[src/csmacd_pkg.sv]
package csmacd_pkg;

   localparam int FRAME_DEPTH     = 256;
   localparam int ADDR_W          = $clog2(FRAME_DEPTH);
   localparam int LEN_W           = $clog2(FRAME_DEPTH + 1);
   localparam int BACKOFF_EXP_CAP = 10;
   localparam int EXP_W           = $clog2(BACKOFF_EXP_CAP + 1);
   localparam int MAX_JAM         = 16;

   localparam int SLOT_W  = 10;
   localparam int LIMIT_W = 16;
   localparam int ATT_W   = 5;
   localparam int JAM_W   = 5;
   localparam int BYTE_W  = 8;
   localparam int SEQ_W   = 8;
   localparam int COLL_W  = 16;
   localparam int LFSR_W  = 16;
   localparam int CSR_W   = 16;
   localparam int CSR_IDX_W = 3;

   localparam int DELAY_W = (BACKOFF_EXP_CAP + SLOT_W > LIMIT_W) ?
                            (BACKOFF_EXP_CAP + SLOT_W) : LIMIT_W;

   localparam logic [LFSR_W-1:0] LFSR_SEED = 16'hACE1;
   localparam logic [LFSR_W-1:0] LFSR_TAPS = 16'hB400;

   localparam logic [1:0] OP_LOAD  = 2'd0;
   localparam logic [1:0] OP_REPLY = 2'd1;
   localparam logic [1:0] OP_TICK  = 2'd2;

   localparam logic [1:0] ST_PROGRESS = 2'd0;
   localparam logic [1:0] ST_SENT     = 2'd1;
   localparam logic [1:0] ST_GAVE_UP  = 2'd2;

   localparam logic [CSR_IDX_W-1:0] REG_SLOT_TICKS     = 3'd0;
   localparam logic [CSR_IDX_W-1:0] REG_BACKOFF_LIMIT  = 3'd1;
   localparam logic [CSR_IDX_W-1:0] REG_ATTEMPT_LIMIT  = 3'd2;
   localparam logic [CSR_IDX_W-1:0] REG_JAM_COUNT      = 3'd3;
   localparam logic [CSR_IDX_W-1:0] REG_JAM_VALUE      = 3'd4;
   localparam logic [CSR_IDX_W-1:0] REG_SENSE_CODE     = 3'd5;
   localparam logic [CSR_IDX_W-1:0] REG_FREE_CODE      = 3'd6;
   localparam logic [CSR_IDX_W-1:0] REG_COLLISION_CODE = 3'd7;

   // one burst of words: jam words first, then an optional tail word
   typedef struct packed {
      logic [JAM_W-1:0]  jams;
      logic [BYTE_W-1:0] jam_byte;
      logic              tail_present;
      logic [BYTE_W-1:0] tail_byte;
      logic              tail_tx;
      logic [1:0]        status;
      logic [SEQ_W-1:0]  seq;
      logic [COLL_W-1:0] coll;
      logic [ATT_W-1:0]  attempts;
   } burst_type;

endpackage

[src/csmacd_ram.sv]
module csmacd_ram #(
   parameter int WIDTH = 8,
   parameter int DEPTH = 256
) (
   input  logic                     clock,
   input  logic                     write,
   input  logic [$clog2(DEPTH)-1:0] waddr,
   input  logic [WIDTH-1:0]         wdata,
   input  logic [$clog2(DEPTH)-1:0] raddr,
   output logic [WIDTH-1:0]         rdata
);

   logic [WIDTH-1:0] mem_ff [DEPTH];
   logic [WIDTH-1:0] rdata_ff;

   always_ff @(posedge clock) begin
      if (write) begin
         mem_ff[waddr] <= wdata;
      end
      if (write && (waddr == raddr)) begin
         rdata_ff <= wdata;
      end else begin
         rdata_ff <= mem_ff[raddr];
      end
   end

   assign rdata = rdata_ff;

endmodule

[src/csmacd_tx_out.sv]
module csmacd_tx_out (
   input  logic                       clock,
   input  logic                       reset,
   input  logic                       load,
   input  csmacd_pkg::burst_type      burst,
   output logic                       free,
   output logic                       rsp_valid,
   input  logic                       rsp_stall,
   output logic [csmacd_pkg::BYTE_W-1:0] rsp_tx_byte,
   output logic                       rsp_tx_valid,
   output logic                       rsp_run_end,
   output logic [1:0]                 rsp_status,
   output logic [csmacd_pkg::SEQ_W-1:0]  rsp_sequence_now,
   output logic [csmacd_pkg::COLL_W-1:0] rsp_collisions_seen,
   output logic [csmacd_pkg::ATT_W-1:0]  rsp_attempt_now
);
   import csmacd_pkg::*;

   burst_type burst_ff;
   logic      busy_ff;
   logic      jam_word;
   logic      last_word;
   logic      accept;

   assign jam_word  = (burst_ff.jams != '0);
   assign last_word = jam_word ? ((burst_ff.jams == JAM_W'(1)) && !burst_ff.tail_present)
                               : 1'b1;
   assign accept    = busy_ff && !rsp_stall;
   assign free      = !busy_ff || (accept && last_word);

   assign rsp_valid           = busy_ff;
   assign rsp_tx_byte         = jam_word ? burst_ff.jam_byte : burst_ff.tail_byte;
   assign rsp_tx_valid        = jam_word ? 1'b1 : burst_ff.tail_tx;
   assign rsp_run_end         = last_word;
   assign rsp_status          = last_word ? burst_ff.status : ST_PROGRESS;
   assign rsp_sequence_now    = burst_ff.seq;
   assign rsp_collisions_seen = burst_ff.coll;
   assign rsp_attempt_now     = burst_ff.attempts;

   always_ff @(posedge clock) begin
      if (reset) begin
         busy_ff <= 1'b0;
      end else if (load) begin
         busy_ff <= 1'b1;
      end else if (accept && last_word) begin
         busy_ff <= 1'b0;
      end
   end

   always_ff @(posedge clock) begin
      if (load) begin
         burst_ff <= burst;
      end else if (accept && jam_word) begin
         burst_ff.jams <= burst_ff.jams - JAM_W'(1);
      end
   end

endmodule

[src/csma_cd_transmit_controller_top.sv]
// CSMA/CD transmit controller with truncated binary exponential backoff. Frame
// bytes are loaded into a 256-byte store; the word that marks the frame end
// sends a sense byte, and channel replies and ticks then drive the send, the
// jam after a collision, the backoff wait and the final report. An accepted
// word passes an input register and is worked there, held while the output
// cannot take its result; a word giving one result or none leaves room for the
// next word at once, so one word a cycle is sustained while the output is not
// stalled. A collision gives a burst of up to jam_count (capped at 16) plus one
// result words, and the input waits until the last burst word is being taken.
// The frame store has a registered read kept pointing at the next byte to send.
module csma_cd_transmit_controller_top (
   input  logic                             clock,
   input  logic                             reset,
   input  logic                             csr_write,
   input  logic [csmacd_pkg::CSR_IDX_W-1:0] csr_index,
   input  logic [csmacd_pkg::CSR_W-1:0]     csr_wdata,
   input  logic                             req_valid,
   output logic                             req_stall,
   input  logic [1:0]                       req_op,
   input  logic [7:0]                       req_frame_byte,
   input  logic                             req_frame_end,
   input  logic                             req_reply_present,
   input  logic [7:0]                       req_reply_value,
   output logic                             rsp_valid,
   input  logic                             rsp_stall,
   output logic [7:0]                       rsp_tx_byte,
   output logic                             rsp_tx_valid,
   output logic                             rsp_run_end,
   output logic [1:0]                       rsp_status,
   output logic [7:0]                       rsp_sequence_now,
   output logic [15:0]                      rsp_collisions_seen,
   output logic [4:0]                       rsp_attempt_now
);
   import csmacd_pkg::*;

   typedef enum logic [2:0] {
      PH_LOAD,
      PH_SENSE,
      PH_BUSY,
      PH_SEND,
      PH_BACKOFF
   } phase_type;

   logic [SLOT_W-1:0]  slot_ticks_ff;
   logic [LIMIT_W-1:0] backoff_limit_ff;
   logic [ATT_W-1:0]   attempt_limit_ff;
   logic [JAM_W-1:0]   jam_count_ff;
   logic [BYTE_W-1:0]  jam_value_ff;
   logic [BYTE_W-1:0]  sense_code_ff;
   logic [BYTE_W-1:0]  free_code_ff;
   logic [BYTE_W-1:0]  collision_code_ff;

   logic               in_valid_ff;
   logic [1:0]         op_ff;
   logic [BYTE_W-1:0]  frame_byte_ff;
   logic               frame_end_ff;
   logic               reply_present_ff;
   logic [BYTE_W-1:0]  reply_value_ff;

   phase_type          phase_ff, phase_in;
   logic [LEN_W-1:0]   len_ff, len_in;
   logic [LEN_W-1:0]   pos_ff, pos_in;
   logic [ATT_W-1:0]   att_ff, att_in;
   logic [LIMIT_W-1:0] wait_ff, wait_in;
   logic [LFSR_W-1:0]  lfsr_ff, lfsr_in;
   logic [SEQ_W-1:0]   seq_ff, seq_in;
   logic [COLL_W-1:0]  coll_ff, coll_in;

   logic               ram_we;
   logic [BYTE_W-1:0]  ram_rdata;
   logic [LEN_W-1:0]   pos_next;

   logic               emit;
   logic               out_free;
   logic               proc_fire;
   burst_type          burst;

   logic [ATT_W-1:0]           att_inc;
   logic [LFSR_W-1:0]          lfsr_step;
   logic [EXP_W-1:0]           exp_k;
   logic [BACKOFF_EXP_CAP-1:0] rand_mask;
   logic [BACKOFF_EXP_CAP-1:0] rand_r;
   logic [DELAY_W-1:0]         delay_full;
   logic [LIMIT_W-1:0]         delay;
   logic [JAM_W-1:0]           jams;

   // backoff draw
   always_comb begin
      att_inc   = att_ff + ATT_W'(1);
      lfsr_step = lfsr_ff[0] ? ((lfsr_ff >> 1) ^ LFSR_TAPS) : (lfsr_ff >> 1);
      if ({{(32 - ATT_W){1'b0}}, att_inc} < BACKOFF_EXP_CAP) begin
         exp_k = EXP_W'(att_inc);
      end else begin
         exp_k = EXP_W'(BACKOFF_EXP_CAP);
      end
      rand_mask  = (BACKOFF_EXP_CAP'(1) << exp_k) - BACKOFF_EXP_CAP'(1);
      rand_r     = lfsr_step[BACKOFF_EXP_CAP-1:0] & rand_mask;
      delay_full = DELAY_W'(rand_r) * DELAY_W'(slot_ticks_ff);
      if (delay_full > DELAY_W'(backoff_limit_ff)) begin
         delay = backoff_limit_ff;
      end else begin
         delay = delay_full[LIMIT_W-1:0];
      end
      jams = (jam_count_ff > JAM_W'(MAX_JAM)) ? JAM_W'(MAX_JAM) : jam_count_ff;
   end

   always_comb begin
      phase_in = phase_ff;
      len_in   = len_ff;
      pos_in   = pos_ff;
      att_in   = att_ff;
      wait_in  = wait_ff;
      lfsr_in  = lfsr_ff;
      seq_in   = seq_ff;
      coll_in  = coll_ff;
      ram_we   = 1'b0;
      emit     = 1'b0;
      burst    = '0;
      burst.jam_byte = jam_value_ff;

      case (phase_ff)
         PH_LOAD: begin
            if (op_ff == OP_LOAD) begin
               if (len_ff < LEN_W'(FRAME_DEPTH)) begin
                  ram_we = 1'b1;
                  len_in = len_ff + LEN_W'(1);
               end
               if (frame_end_ff) begin
                  att_in   = '0;
                  pos_in   = '0;
                  phase_in = PH_SENSE;
                  emit     = 1'b1;
                  burst.tail_present = 1'b1;
                  burst.tail_byte    = sense_code_ff;
                  burst.tail_tx      = 1'b1;
               end
            end
         end
         PH_SENSE: begin
            if (op_ff == OP_REPLY) begin
               if (reply_present_ff && (reply_value_ff == free_code_ff)) begin
                  phase_in = PH_SEND;
                  pos_in   = LEN_W'(1);
                  emit     = 1'b1;
                  burst.tail_present = 1'b1;
                  burst.tail_byte    = ram_rdata;
                  burst.tail_tx      = 1'b1;
               end else if (slot_ticks_ff == '0) begin
                  emit = 1'b1;
                  burst.tail_present = 1'b1;
                  burst.tail_byte    = sense_code_ff;
                  burst.tail_tx      = 1'b1;
               end else begin
                  wait_in  = LIMIT_W'(slot_ticks_ff);
                  phase_in = PH_BUSY;
               end
            end
         end
         PH_SEND: begin
            if (op_ff == OP_REPLY) begin
               if (reply_present_ff && (reply_value_ff == collision_code_ff)) begin
                  coll_in    = coll_ff + COLL_W'(1);
                  att_in     = att_inc;
                  pos_in     = '0;
                  burst.jams = jams;
                  if (att_inc >= attempt_limit_ff) begin
                     // give up: status rides on the last jam word, or on a lone tail word when there are none
                     emit     = 1'b1;
                     burst.tail_present = (jams == '0);
                     burst.status       = ST_GAVE_UP;
                     phase_in = PH_LOAD;
                     len_in   = '0;
                     wait_in  = '0;
                  end else begin
                     lfsr_in = lfsr_step;
                     if (delay == '0) begin
                        phase_in = PH_SENSE;
                        emit     = 1'b1;
                        burst.tail_present = 1'b1;
                        burst.tail_byte    = sense_code_ff;
                        burst.tail_tx      = 1'b1;
                     end else begin
                        wait_in  = delay;
                        phase_in = PH_BACKOFF;
                        emit     = (jams != '0);
                     end
                  end
               end else if (pos_ff >= len_ff) begin
                  seq_in   = seq_ff + SEQ_W'(1);
                  emit     = 1'b1;
                  burst.tail_present = 1'b1;
                  burst.status       = ST_SENT;
                  phase_in = PH_LOAD;
                  len_in   = '0;
                  pos_in   = '0;
                  wait_in  = '0;
               end else begin
                  pos_in = pos_ff + LEN_W'(1);
                  emit   = 1'b1;
                  burst.tail_present = 1'b1;
                  burst.tail_byte    = ram_rdata;
                  burst.tail_tx      = 1'b1;
               end
            end
         end
         PH_BUSY, PH_BACKOFF: begin
            if (op_ff == OP_TICK) begin
               if (wait_ff <= LIMIT_W'(1)) begin
                  wait_in  = '0;
                  phase_in = PH_SENSE;
                  emit     = 1'b1;
                  burst.tail_present = 1'b1;
                  burst.tail_byte    = sense_code_ff;
                  burst.tail_tx      = 1'b1;
               end else begin
                  wait_in = wait_ff - LIMIT_W'(1);
               end
            end
         end
         default: begin
            phase_in = PH_LOAD;
         end
      endcase

      burst.seq      = seq_in;
      burst.coll     = coll_in;
      burst.attempts = att_in;
   end

   assign proc_fire = in_valid_ff && (!emit || out_free);
   assign req_stall = in_valid_ff && !proc_fire;
   assign pos_next  = proc_fire ? pos_in : pos_ff;

   always_ff @(posedge clock) begin
      if (reset) begin
         phase_ff <= PH_LOAD;
         len_ff   <= '0;
         pos_ff   <= '0;
         att_ff   <= '0;
         wait_ff  <= '0;
         lfsr_ff  <= LFSR_SEED;
         seq_ff   <= '0;
         coll_ff  <= '0;
      end else if (proc_fire) begin
         phase_ff <= phase_in;
         len_ff   <= len_in;
         pos_ff   <= pos_in;
         att_ff   <= att_in;
         wait_ff  <= wait_in;
         lfsr_ff  <= lfsr_in;
         seq_ff   <= seq_in;
         coll_ff  <= coll_in;
      end
   end

   always_ff @(posedge clock) begin
      if (reset) begin
         in_valid_ff <= 1'b0;
      end else if (req_valid && !req_stall) begin
         in_valid_ff <= 1'b1;
      end else if (proc_fire) begin
         in_valid_ff <= 1'b0;
      end
   end

   always_ff @(posedge clock) begin
      if (req_valid && !req_stall) begin
         op_ff            <= req_op;
         frame_byte_ff    <= req_frame_byte;
         frame_end_ff     <= req_frame_end;
         reply_present_ff <= req_reply_present;
         reply_value_ff   <= req_reply_value;
      end
   end

   always_ff @(posedge clock) begin
      if (reset) begin
         slot_ticks_ff     <= SLOT_W'(10);
         backoff_limit_ff  <= LIMIT_W'(1000);
         attempt_limit_ff  <= ATT_W'(16);
         jam_count_ff      <= JAM_W'(4);
         jam_value_ff      <= BYTE_W'(170);
         sense_code_ff     <= BYTE_W'(5);
         free_code_ff      <= BYTE_W'(6);
         collision_code_ff <= BYTE_W'(21);
      end else if (csr_write) begin
         case (csr_index)
            REG_SLOT_TICKS:     slot_ticks_ff     <= csr_wdata[SLOT_W-1:0];
            REG_BACKOFF_LIMIT:  backoff_limit_ff  <= csr_wdata[LIMIT_W-1:0];
            REG_ATTEMPT_LIMIT:  attempt_limit_ff  <= csr_wdata[ATT_W-1:0];
            REG_JAM_COUNT:      jam_count_ff      <= csr_wdata[JAM_W-1:0];
            REG_JAM_VALUE:      jam_value_ff      <= csr_wdata[BYTE_W-1:0];
            REG_SENSE_CODE:     sense_code_ff     <= csr_wdata[BYTE_W-1:0];
            REG_FREE_CODE:      free_code_ff      <= csr_wdata[BYTE_W-1:0];
            REG_COLLISION_CODE: collision_code_ff <= csr_wdata[BYTE_W-1:0];
            default: begin
            end
         endcase
      end
   end

   csmacd_ram #(
      .WIDTH (BYTE_W),
      .DEPTH (FRAME_DEPTH)
   ) u_frame_store (
      .clock (clock),
      .write (ram_we && proc_fire),
      .waddr (len_ff[ADDR_W-1:0]),
      .wdata (frame_byte_ff),
      .raddr (pos_next[ADDR_W-1:0]),
      .rdata (ram_rdata)
   );

   csmacd_tx_out u_tx_out (
      .clock               (clock),
      .reset               (reset),
      .load                (proc_fire && emit),
      .burst               (burst),
      .free                (out_free),
      .rsp_valid           (rsp_valid),
      .rsp_stall           (rsp_stall),
      .rsp_tx_byte         (rsp_tx_byte),
      .rsp_tx_valid        (rsp_tx_valid),
      .rsp_run_end         (rsp_run_end),
      .rsp_status          (rsp_status),
      .rsp_sequence_now    (rsp_sequence_now),
      .rsp_collisions_seen (rsp_collisions_seen),
      .rsp_attempt_now     (rsp_attempt_now)
   );

endmodule

[config.mk]
export PLATFORM = sky130hd
export DESIGN_NAME = csma_cd_transmit_controller_top
export DESIGN_NICKNAME = d
export VERILOG_FILES = /design/src/csmacd_pkg.sv /design/src/csmacd_ram.sv /design/src/csmacd_tx_out.sv /design/src/csma_cd_transmit_controller_top.sv
export SDC_FILE = /design/constraint.sdc
export NUM_CORES = 2
export LEC_CHECK = 0
export BUFFER_PORTS_ARGS = -buffer_cell sky130_fd_sc_hd__buf_2
export CAP_MARGIN = 20
export CORE_MARGIN = 1.5
export CORE_UTILIZATION = 63
export CTS_BUF_LIST = sky130_fd_sc_hd__clkbuf_8 sky130_fd_sc_hd__clkbuf_16
export DETAILED_ROUTE_END_ITERATION = 10
export PLACE_DENSITY = 0.87
export SETUP_SLACK_MARGIN = 0.3
export SYNTH_ARGS = -nofsm -noshare
export SYNTH_HDL_FRONTEND = slang
export SYNTH_SLANG_ARGS = --single-unit
[constraint.sdc]
create_clock -name clock -period 17.2 [get_ports clock]
set_input_delay 5.16 -clock clock [delete_from_list [all_inputs] [get_ports clock]]
set_output_delay 5.16 -clock clock [all_outputs]
set_load 0.02 [all_outputs]
==> results.toml <==
[status]
status = "finished clean"

[floorplan]
core-area_um2 = 148000
rows = 141
die_area_um2 = 152000
die_h_um = 390
die_width_um = 390
initial_core_util_pct = 63.7
ios = 87

[final_layout]
nets = 5228
final_layout_size_suffix_gt1_share_pct = 23.3
syn2layout_area_growth_pct = 9.59
n_fill_cell = 8176
layout_common_cells = "edfxtp_1 (2122), mux4_2 (672), nor2_1 (412)"
final_common_cell = "edfxtp_1"

[synth]
synth.distinct_cells = 82
syn_nets = 5150
ys.flop_type = "edfxtp_1"
ys_ff_latch = 2282
syn_area_um2 = 94300
yosysTopAreaCell = "edfxtp_1"
synth_top_area_share_pct = 67.6
synth_compound_area_share_pct = 2.25
synth_simple_gate_area_share_pct = 4.51
synth_xor_area_share_pct = 0.678
synth_top_family_by_area = "multiplexers"
seq_area_frac_synth_pct = 70.9
synth_area_leaders = "edfxtp_1 (68%), mux4_2 (16%), dfxtp_1 (3.4%)"
synthArstFlopShare_pct = 0
synth_edf_count = 2122
synthAdderAreaFrac_pct = 2.62
ys_warn_count = 0
netlist_instances = 4946
postSynthAreaPerCell_um2 = 19.1
synthMuxAreaShare_pct = 17.2

[critical_path]
worstPathRequired_ns = 12.04
critPathBufInv = 6
arrival_ns = 10.91
start_kind = "flip-flop"
crit_family = "adder cells"
worstSetupEndpointType = "primary output"
max_stage_delay_ns = 0.61
cp_max_fo = 13
critical-path-slowest-cell = "or4_1"
worstSetupPathType = "reg2out"

[clocking]
clk_path_buf_depth = 3
cts.htree.levels = 4
cts_root_buf = "clkbuf_16"
cts_sinks = 2282
numCtsBuffers = 211
cts_tree = "yes"
path_clk_slew_ns = 0.07
clk_latency_ns = 0.89

[timing]
whs_ns = 0.440
fin_worst_skew_ns = 0.0563
tightest_slew_ns = 1.43
finalCriticalPeriod_ns = 16.07
fin_setup_tns_ns = 0
timing.max_slew.rel_slack_pct = 4.59
fin_crit_sh_pct = 93.4
hold_viol = 0
rsz0062_at_grt = "false"
fmax_ghz = 0.0622
finalSetupViolCount = 0
finalMaxSlewViolations = 0

[detailed_routing]
wl_per_cell_um = 37.2
via_count = 52000
ant_nets = 0
drt_iter0_markers = 8299
vias_per_cell = 7.29
routed_wirelength_um = 265000
drc_errors = 0
dr.pass1.iters = 10

[global_routing]
track_usage_pct = 35.3
grt_pass1_vias = 51700
grt_max_degree = 253
grt_first_pass_wirelength_um = 378000
antenna_found_initial = 12
overflow = 0

[power_and_ir_drop]
ir_drop_v = 0.000130
leakagePower_uw = 0.0326
power_uw = 11100
powerDensity_nw_per_um2 = 108

[hold_path]
hp-class = "reg2reg"

[placement]
io_buffers = 86
gp_congestion = 0.908
hpwl_um = 143000

[job]
maxCapViolCount = 0
[path summary, 6_finish.rpt]
check	from	to	slack, ns	cells past startpoint
max	att_ff[0]	req_stall	1.13	35
min	jam_value_ff[7]	u_tx_out.burst_ff[48]	0.44	0
max reg2reg	att_ff[0]	u_frame_store.mem_ff[23][2]	4.89	37
min reg2reg	jam_value_ff[7]	u_tx_out.burst_ff[48]	0.44	0
[metrics by stage]
stage,utilization [%],worst slack (ns),cell area (µm²),std cells
final,69.8,1.13,103000,7130
after CTS,69.6,0.871,103000,7118
after detailed placement,65.1,1.85,96500,6733
after global routing,69.8,0.432,103000,7126
after global placement,65.1,2.06,96400,6731
after floorplan,-,3.38,94300,4946
[timing repair]
| item | in CTS | in global routing |
|---|---|---|
| buffers inserted | 0 | 0 |
| setup endpoints to repair | 0 | 1 |
| gates resized for setup | 0 | 1 |
| hold buffers | 0 | 0 |
[flip-flops by register name (all words and copies together), names as in the netlist, 8 cells and up, named ones only]
| register | cells |
|---|---|
| seq_ff | 8 |
| lfsr_ff | 16 |
| pos_ff | 9 |
| backoff_limit_ff | 16 |
| jam_value_ff | 8 |
| frame_byte_ff | 8 |
| sense_code_ff | 8 |
| u_tx_out.rsp_sequence_now | 8 |
| u_tx_out.burst_ff | 25 |
| reply_value_ff | 8 |
| len_ff | 9 |
| collision_code_ff | 8 |
| u_frame_store.mem_ff | 2048 |
| slot_ticks_ff | 10 |
| free_code_ff | 8 |
| u_tx_out.rsp_collisions_seen | 16 |
| coll_ff | 16 |
| wait_ff | 16 |
[metal layers]
| layer | part of all wire [%] | vias to the layer above | wire length [µm] | track usage, % |
|---|---|---|---|---|
| met5 | 0.033 | - | 87 | 0 |
| met4 | 7.4 | 14 | 19700 | 21.8 |
| met3 | 11 | 975 | 28500 | 7.51 |
| met2 | 49 | 4378 | 131000 | 57.3 |
| met1 | 32 | 26600 | 85800 | 43.8 |
| li1 | - | 20000 | - | - |
[where the power goes]
part	internal [µW]	switching, µW	leakage (µW)
sequential	6110	13.8	0.0204
clock	2570	2150	0.00343
combinational	59.5	230	0.00877
total	8730	2390	0.0326
[cell usage after synthesis, drive strengths merged, types with 34 or more instances]
library cell,number
and2,58
clkbuf,175
ha,98
mux2i,81
o21ai,87
xor2,34
dfxtp,160
buf,118
fa,62
nand2,209
edfxtp,2122
nor3,39
xnor2,39
nor2,415
and3,34
inv,108
a21oi,108
nand3,51
mux4,672
[area by class of cell]
cell class	count	area (µm²)	area share, %
clock buffer	221	5470	5.30
timing repair buffer	158	1180	1.15
multi-input combinational	2263	25700	24.8
antenna	4	10.0	0.00968
clock inverter	164	1270	1.22
tap	1930	2410	2.34
inverter	108	405	0.392
sequential	2282	66900	64.8
[logic make-up after synthesis]
group           Yosys count
buf+inv                 401
compound gates          333
mux                     774
simple gates            923
flops                  2282
xor+xnor                 73
fa+ha+maj               160
Power figures use the tool's default switching activity.
